File: config.mk
export PLATFORM = sky130hd
export DESIGN_NAME = swsc_rot
export DESIGN_NICKNAME = d
export VERILOG_FILES = /design/src/hw/rtl/swsc_pkg.sv /design/src/hw/rtl/swsc_rot.sv
export SDC_FILE = /design/constraint.sdc
export NUM_CORES = 2
export LEC_CHECK = 0
export ABC_CLOCK_PERIOD_IN_PS = 20300
export BUFFER_PORTS_ARGS = -buffer_cell sky130_fd_sc_hd__buf_2
export CORE_MARGIN = 4
export CORE_UTILIZATION = 45
export CTS_CLUSTER_SIZE = 30
export DETAILED_ROUTE_END_ITERATION = 8
export RECOVER_POWER = 25
export SLEW_MARGIN = 0
export SYNTH_ARGS = -nofsm -noshare
export SYNTH_HDL_FRONTEND = slang
export SYNTH_SLANG_ARGS = --single-unit
File: constraint.sdc
create_clock -name i_clk -period 20.3 [get_ports i_clk]
set_input_delay 2.03 -clock i_clk [delete_from_list [all_inputs] [get_ports i_clk]]
set_output_delay 2.03 -clock i_clk [all_outputs]
set_load 0.005 [all_outputs]
File: src/hw/rtl/swsc_pkg.sv
// Shared constants, codes and the arctangent step table for the
// six-wheel steer and speed controller. No dependencies.
package swsc_pkg;

    // angle word, Q.16 radians
    localparam int W_ANG = 20;
    // rotation CORDIC datapath, Q2.30
    localparam int W_ROT = 33;
    // Ackermann terms A, B, Y, D and magnitudes, Q.30
    localparam int W_AB  = 34;
    // vectoring CORDIC datapath
    localparam int W_VX  = 36;
    // divider numerator / denominator
    localparam int W_NUM = 52;

    localparam int CORDIC_STEPS = 16;
    localparam int STEP_PER_STG = 4;
    localparam int CORDIC_STGS  = CORDIC_STEPS / STEP_PER_STG;
    localparam int ROT_LAT      = CORDIC_STGS;
    localparam int VEC_LAT      = CORDIC_STGS + 2;
    localparam int DIV_BITS     = 32;
    localparam int DIV_STGS     = DIV_BITS / STEP_PER_STG;
    localparam int DIV_LAT      = DIV_STGS + 2;

    localparam logic signed [W_ANG-1:0] ANG_PI    = 20'sd205887;
    localparam logic signed [W_ANG-1:0] ANG_PI_2  = 20'sd102944;
    localparam logic signed [W_ANG-1:0] ANG_PI_4  = 20'sd51472;
    localparam logic signed [W_ANG-1:0] ANG_3PI_4 = 20'sd154416;
    localparam logic [30:0]             CORDIC_K  = 31'd652032874;
    localparam logic signed [W_AB-1:0]  UNIT_Q30  = 34'sd1073741824;

    typedef enum logic [2:0] {
        REG_GAIN_PROP   = 3'd0,
        REG_GAIN_DERIV  = 3'd1,
        REG_TRACK_WIDTH = 3'd2,
        REG_BASE_LENGTH = 3'd3,
        REG_WHEEL_RAD   = 3'd4,
        REG_SPEED_LIMIT = 3'd5
    } t_reg_idx;

    localparam logic [1:0] MODE_CONT  = 2'd0;
    localparam logic [1:0] MODE_POINT = 2'd1;
    localparam logic [1:0] MODE_HOLD  = 2'd2;
    localparam logic [1:0] MODE_SPARE = 2'd3;

    localparam logic [2:0] WHEEL_MR = 3'd2;
    localparam logic [2:0] WHEEL_ML = 3'd3;

    // atan(2^-i) in Q.16 radians
    function automatic logic signed [W_ANG-1:0] arc_step(input int i);
        logic signed [W_ANG-1:0] a;
        case (i)
            0:  a = 20'sd51472;
            1:  a = 20'sd30386;
            2:  a = 20'sd16055;
            3:  a = 20'sd8150;
            4:  a = 20'sd4091;
            5:  a = 20'sd2047;
            6:  a = 20'sd1024;
            7:  a = 20'sd512;
            8:  a = 20'sd256;
            9:  a = 20'sd128;
            10: a = 20'sd64;
            11: a = 20'sd32;
            12: a = 20'sd16;
            13: a = 20'sd8;
            14: a = 20'sd4;
            15: a = 20'sd2;
            default: a = '0;
        endcase
        return a;
    endfunction

endpackage

File: src/hw/rtl/swsc_rot.sv
// Pipelined rotation CORDIC: sine and cosine of a Q.16 angle in Q2.30.
// Depends on swsc_pkg.
module swsc_rot (
    input  logic                                i_clk,
    input  logic                                i_en,
    input  logic signed [swsc_pkg::W_ANG-1:0]   i_theta,
    output logic signed [swsc_pkg::W_ROT-1:0]   o_sin,
    output logic signed [swsc_pkg::W_ROT-1:0]   o_cos
);

    typedef struct packed {
        logic signed [swsc_pkg::W_ROT-1:0] x;
        logic signed [swsc_pkg::W_ROT-1:0] y;
        logic signed [swsc_pkg::W_ANG-1:0] z;
    } t_rot;

    function automatic t_rot f_step4(input t_rot st, input int first);
        t_rot s;
        logic signed [swsc_pkg::W_ROT-1:0] dx;
        logic signed [swsc_pkg::W_ROT-1:0] dy;
        s = st;
        for (int k = 0; k < swsc_pkg::STEP_PER_STG; k++) begin
            dx = s.y >>> (first + k);
            dy = s.x >>> (first + k);
            if (s.z >= 0) begin
                s.x = s.x - dx;
                s.y = s.y + dy;
                s.z = s.z - swsc_pkg::arc_step(first + k);
            end else begin
                s.x = s.x + dx;
                s.y = s.y - dy;
                s.z = s.z + swsc_pkg::arc_step(first + k);
            end
        end
        return s;
    endfunction

    t_rot w_seed;
    t_rot n_st [swsc_pkg::CORDIC_STGS];
    t_rot r_st [swsc_pkg::CORDIC_STGS];

    assign w_seed.x = swsc_pkg::W_ROT'(swsc_pkg::CORDIC_K);
    assign w_seed.y = '0;
    assign w_seed.z = i_theta;

    for (genvar j = 0; j < swsc_pkg::CORDIC_STGS; j++) begin : g_stg
        if (j == 0) begin : g_first
            assign n_st[j] = f_step4(w_seed, 0);
        end else begin : g_next
            assign n_st[j] = f_step4(r_st[j-1], j * swsc_pkg::STEP_PER_STG);
        end
        always_ff @(posedge i_clk) begin
            if (i_en) begin
                r_st[j] <= n_st[j];
            end
        end
    end

    assign o_sin = r_st[swsc_pkg::CORDIC_STGS-1].y;
    assign o_cos = r_st[swsc_pkg::CORDIC_STGS-1].x;

endmodule

==> impl.org <==
** GRT
- Largest net degree at the start of global routing :: 80
- Met3 GRT Util :: 0.0187
- Global routing usage on met1 :: 0.348
- After global routing, the most crowded layer is met2.
- Wire length of the first global-routing pass :: 355000 um
- Vias in the first global route :: 64.9k
- The initial antenna violation count is 2.
- Across every metal layer, demand over resource in global routing totals 0.256.
- For met2 alone, demand over resource in global routing was 0.432.
- Global routing finished with a remaining overflow of 0.

** Floorplanning
- For this design the top-level I/O count stands at 88.
- Number of cell rows :: 147
- Die span in x :: 412 um
- Die extent in y :: 412 um
- Core region area :: 161000 um2
- The die covers 169000 um2.
- The initial utilization of the core area, before any placement, comes to 0.454.

** Critical path
- FF-to-FF path depth :: 61
- The worst register-to-register path begins at r_st[2][3].
- Element type at the critical path end :: flip-flop
- For this design, the slowest cell found on the critical path is a2111oi_0.
- STA puts the critical path data required time at 20.64 ns.
- The worst register-to-register path ends at r_st[3][52].
- Among cell families on the critical path, the largest total delay comes from compound AO/OA/AOI/OAI gates.
- Startpoint Class :: primary input
- In this design, the critical path's most frequently occurring cell is a21oi_1.
- Data arrival time of the critical path :: 18.75 ns
- Maximum fanout along the worst path :: 32
- Together, buffers and inverters on the worst path number 6.
- Kind of critical path :: in2reg
- Critical path's largest stage delay :: 0.65 ns
- The worst register-to-register path has a setup slack of 2.82 ns.

** Finish
- The number of antenna diodes in the final layout is 0.
- r_st holds more flip-flops than any other register.
- Share of cells above drive strength 1 :: 0.0383
- Relative to the synthesized area, the layout overhead comes to 5.77%.
- Most frequent cells in the layout :: ha_1, xnor2_1, a21oi_1
- The largest registers in the layout are r_st (324).
- Leading cell type in the layout, fill and taps excluded :: ha_1
- Flip-flop count of the largest register after layout :: 324
- Final net count :: 10.6k

** STA
- Counting I/O delays and the setup requirement, the final critical path takes 18.41 ns.
- Summed over all failing endpoints, the final setup total negative slack is 0 ns.
- Ratio of final minimum period to clock period :: 0.907
- Timing would allow up to 54.3 MHz.
- Clock skew on the completed layout was measured at 0.0479 ns.
- The final number of hold-violating endpoints is 0.
- Setup violations remaining at the end of the flow were counted as 0.
- The total count of max-transition violations in the final report was 125.
- In this run the tightest slew margin relative to its limit is -1.63.
- Pin slew with the least headroom to its limit :: 3.94 ns
- RSZ-0062 raised after global routing :: no

** Flow run
- Across the run, the number of max-cap violations was 2.

** Status
- The flow ran to the end, but the final reports show violations.
- Violated checks :: capacitance limit, slew limit

** Logic synthesis
- Synth Warn # :: 0
- Gate Count Post-Synth :: 9370
- Synth async-reset ratio :: 0
- Among all flip-flop cells after synthesis, the most frequent one is edfxtp_1.
- Avg Synthesized Cell Area :: 7.82 um2
- Mapped Area :: 73300 um2
- For this run, the register share of the synthesized area comes to 0.133.
- Yosys mapped a number of flops with a built-in enable equal to 324.
- Post-synthesis cell type count :: 116
- Synthesized net count :: 10.6k
- Synth Register Bits :: 324

** Clocking
- Deepest clock path buffer count :: 3
- Clock tree from TritonCTS :: yes
- Clock tree synthesis selected as its root buffer the cell clkbuf_16.
- In this run, CTS created clock tree buffers numbering 42.
- Insertion delay of the later-clocked pin in the worst-skew pair :: 0.66 ns
- After clock tree synthesis, the flow added hold-fix buffers numbering 0.
- CTS saw 324 sinks.
- The H-tree was split into 2 levels.
- After clock tree synthesis, the clock-pin slew on the worst setup and hold paths is 0.06 ns.

** Worst hold path
- The worst hold path passes through 0 cells.
- The worst hold path begins at r_st[1][0].
- For hold timing, the worst endpoint is r_st[2][0].
- The worst hold path belongs to the class reg2reg.

** Place
- HPWL after detailed placement :: 189000 um
- Routability congestion estimate from global placement :: 0.945
- During placement, the flow inserted port buffers numbering 87.

** Routing
- Initial drt markers :: 4882
- Routed length per placed instance :: 19.5 um
- DR vias/cell :: 5.93
- Across all layers, the routed design uses 68.5k vias.
- The count of nets left with antenna violations once routing finished came out at 0.
- After detailed routing, the number of remaining DRC violations is 0.
- Before antenna repair, the detailed router went through 6 iterations.
- Wire length reported by the detailed router :: 226000 um
[kinds of logic (layout without fill, tap and decap cells)]
logic type                 Yosys count  after routing  share of synthesized area
AOI/OAI and AO/OA                 3041           3041                      0.264
xor gates and xnor gates          1470           1470                      0.179
adders and majority gates         1160           1160                      0.202
buffers and inverters              706            742                     0.0364
DFF                                324            324                      0.133
muxes                               94             94                     0.0136
and+or+nand+nor                   2575           2575                      0.173
[final cells by class]
type	count	area [um2]
clock buffers	49	1080
clock inverters	25	298
flip-flops and latches	324	9730
inverters	539	2020
well taps	2160	2700
repair buffers	129	712
fillers	15900	83800
multi-input cells	8340	61000
[stage by stage]
step / util / cells / setup slack [ns] / area [um2] / hold WS (ns)
2_1_floorplan: - / 9370 / 3.10 / 73300 / 0.427
3_3_place_gp: 0.472 / 11500 / 1.60 / 76200 / 0.439
3_5_place_dp: 0.472 / 11500 / 1.26 / 76200 / 0.437
4_1_cts: 0.481 / 11600 / 1.81 / 77600 / 0.448
5_1_grt: 0.481 / 11600 / 0.236 / 77500 / 0.453
6_report: 0.481 / 11600 / 1.89 / 77500 / 0.450
[metal layers]
layer / wire, um / up-vias
li1: - / 34300
met1: 105000 / 32200
met2: 103000 / 1728
met3: 9720 / 325
met4: 7550 / 0
met5: 0 / -
[cells in the mapped netlist, drive strengths merged, types with 14 or more instances]
library cell	count	area, um2
nand4	51	319
a41oi	19	174
mux2i	63	642
mux2	31	353
edfxtp	324	9730
ha	1119	14000
a21boi	77	582
o211ai	58	440
clkbuf	137	514
nor3b	31	233
buf	30	133
a31oi	92	576
o41ai	39	364
or3	92	586
fa	41	821
o2111ai	14	123
a211o	25	219
a21o	371	2790
a31o	18	158
and3	75	469
o21ai	652	3280
o31ai	119	912
nor2	770	2890
a311oi	19	166
nor2b	136	851
inv	536	2010
o31a	28	245
nand2	568	2130
o22ai	19	119
a21oi	948	4750
and2	55	344
nand3b	26	195
o21a	154	1160
nor3	213	1090
xor2	496	4340
or2	67	422
nor4	65	459
a211oi	85	658
or4	39	300
nand2b	159	995
o21bai	146	1100
nand3	173	871
xnor2	968	8610
a2111oi	19	173
[what timing repair did]
item	4_1_cts	5_1_grt
setup buffers	0	0
setup endpoints to repair	0	1
gates resized for setup	0	1
[worst max-delay path by stage]
stage / slack [ns] / startpoint / end / depth (start not counted)
after CTS: 1.81 / i_theta[6] / r_st[0][85] / 74
after global placement: 1.60 / i_theta[6] / r_st[0][85] / 74
final: 1.89 / i_theta[6] / r_st[0][85] / 74
after detailed placement: 1.26 / i_theta[6] / r_st[0][85] / 74
after floorplan: 3.10 / i_theta[19] / r_st[0][51] / 76
after global routing: 0.24 / i_theta[6] / r_st[0][85] / 74
Power is left out: the tool's default activity adds up to more than one toggle a clock period on the data nets, which glitch-free logic cannot reach.
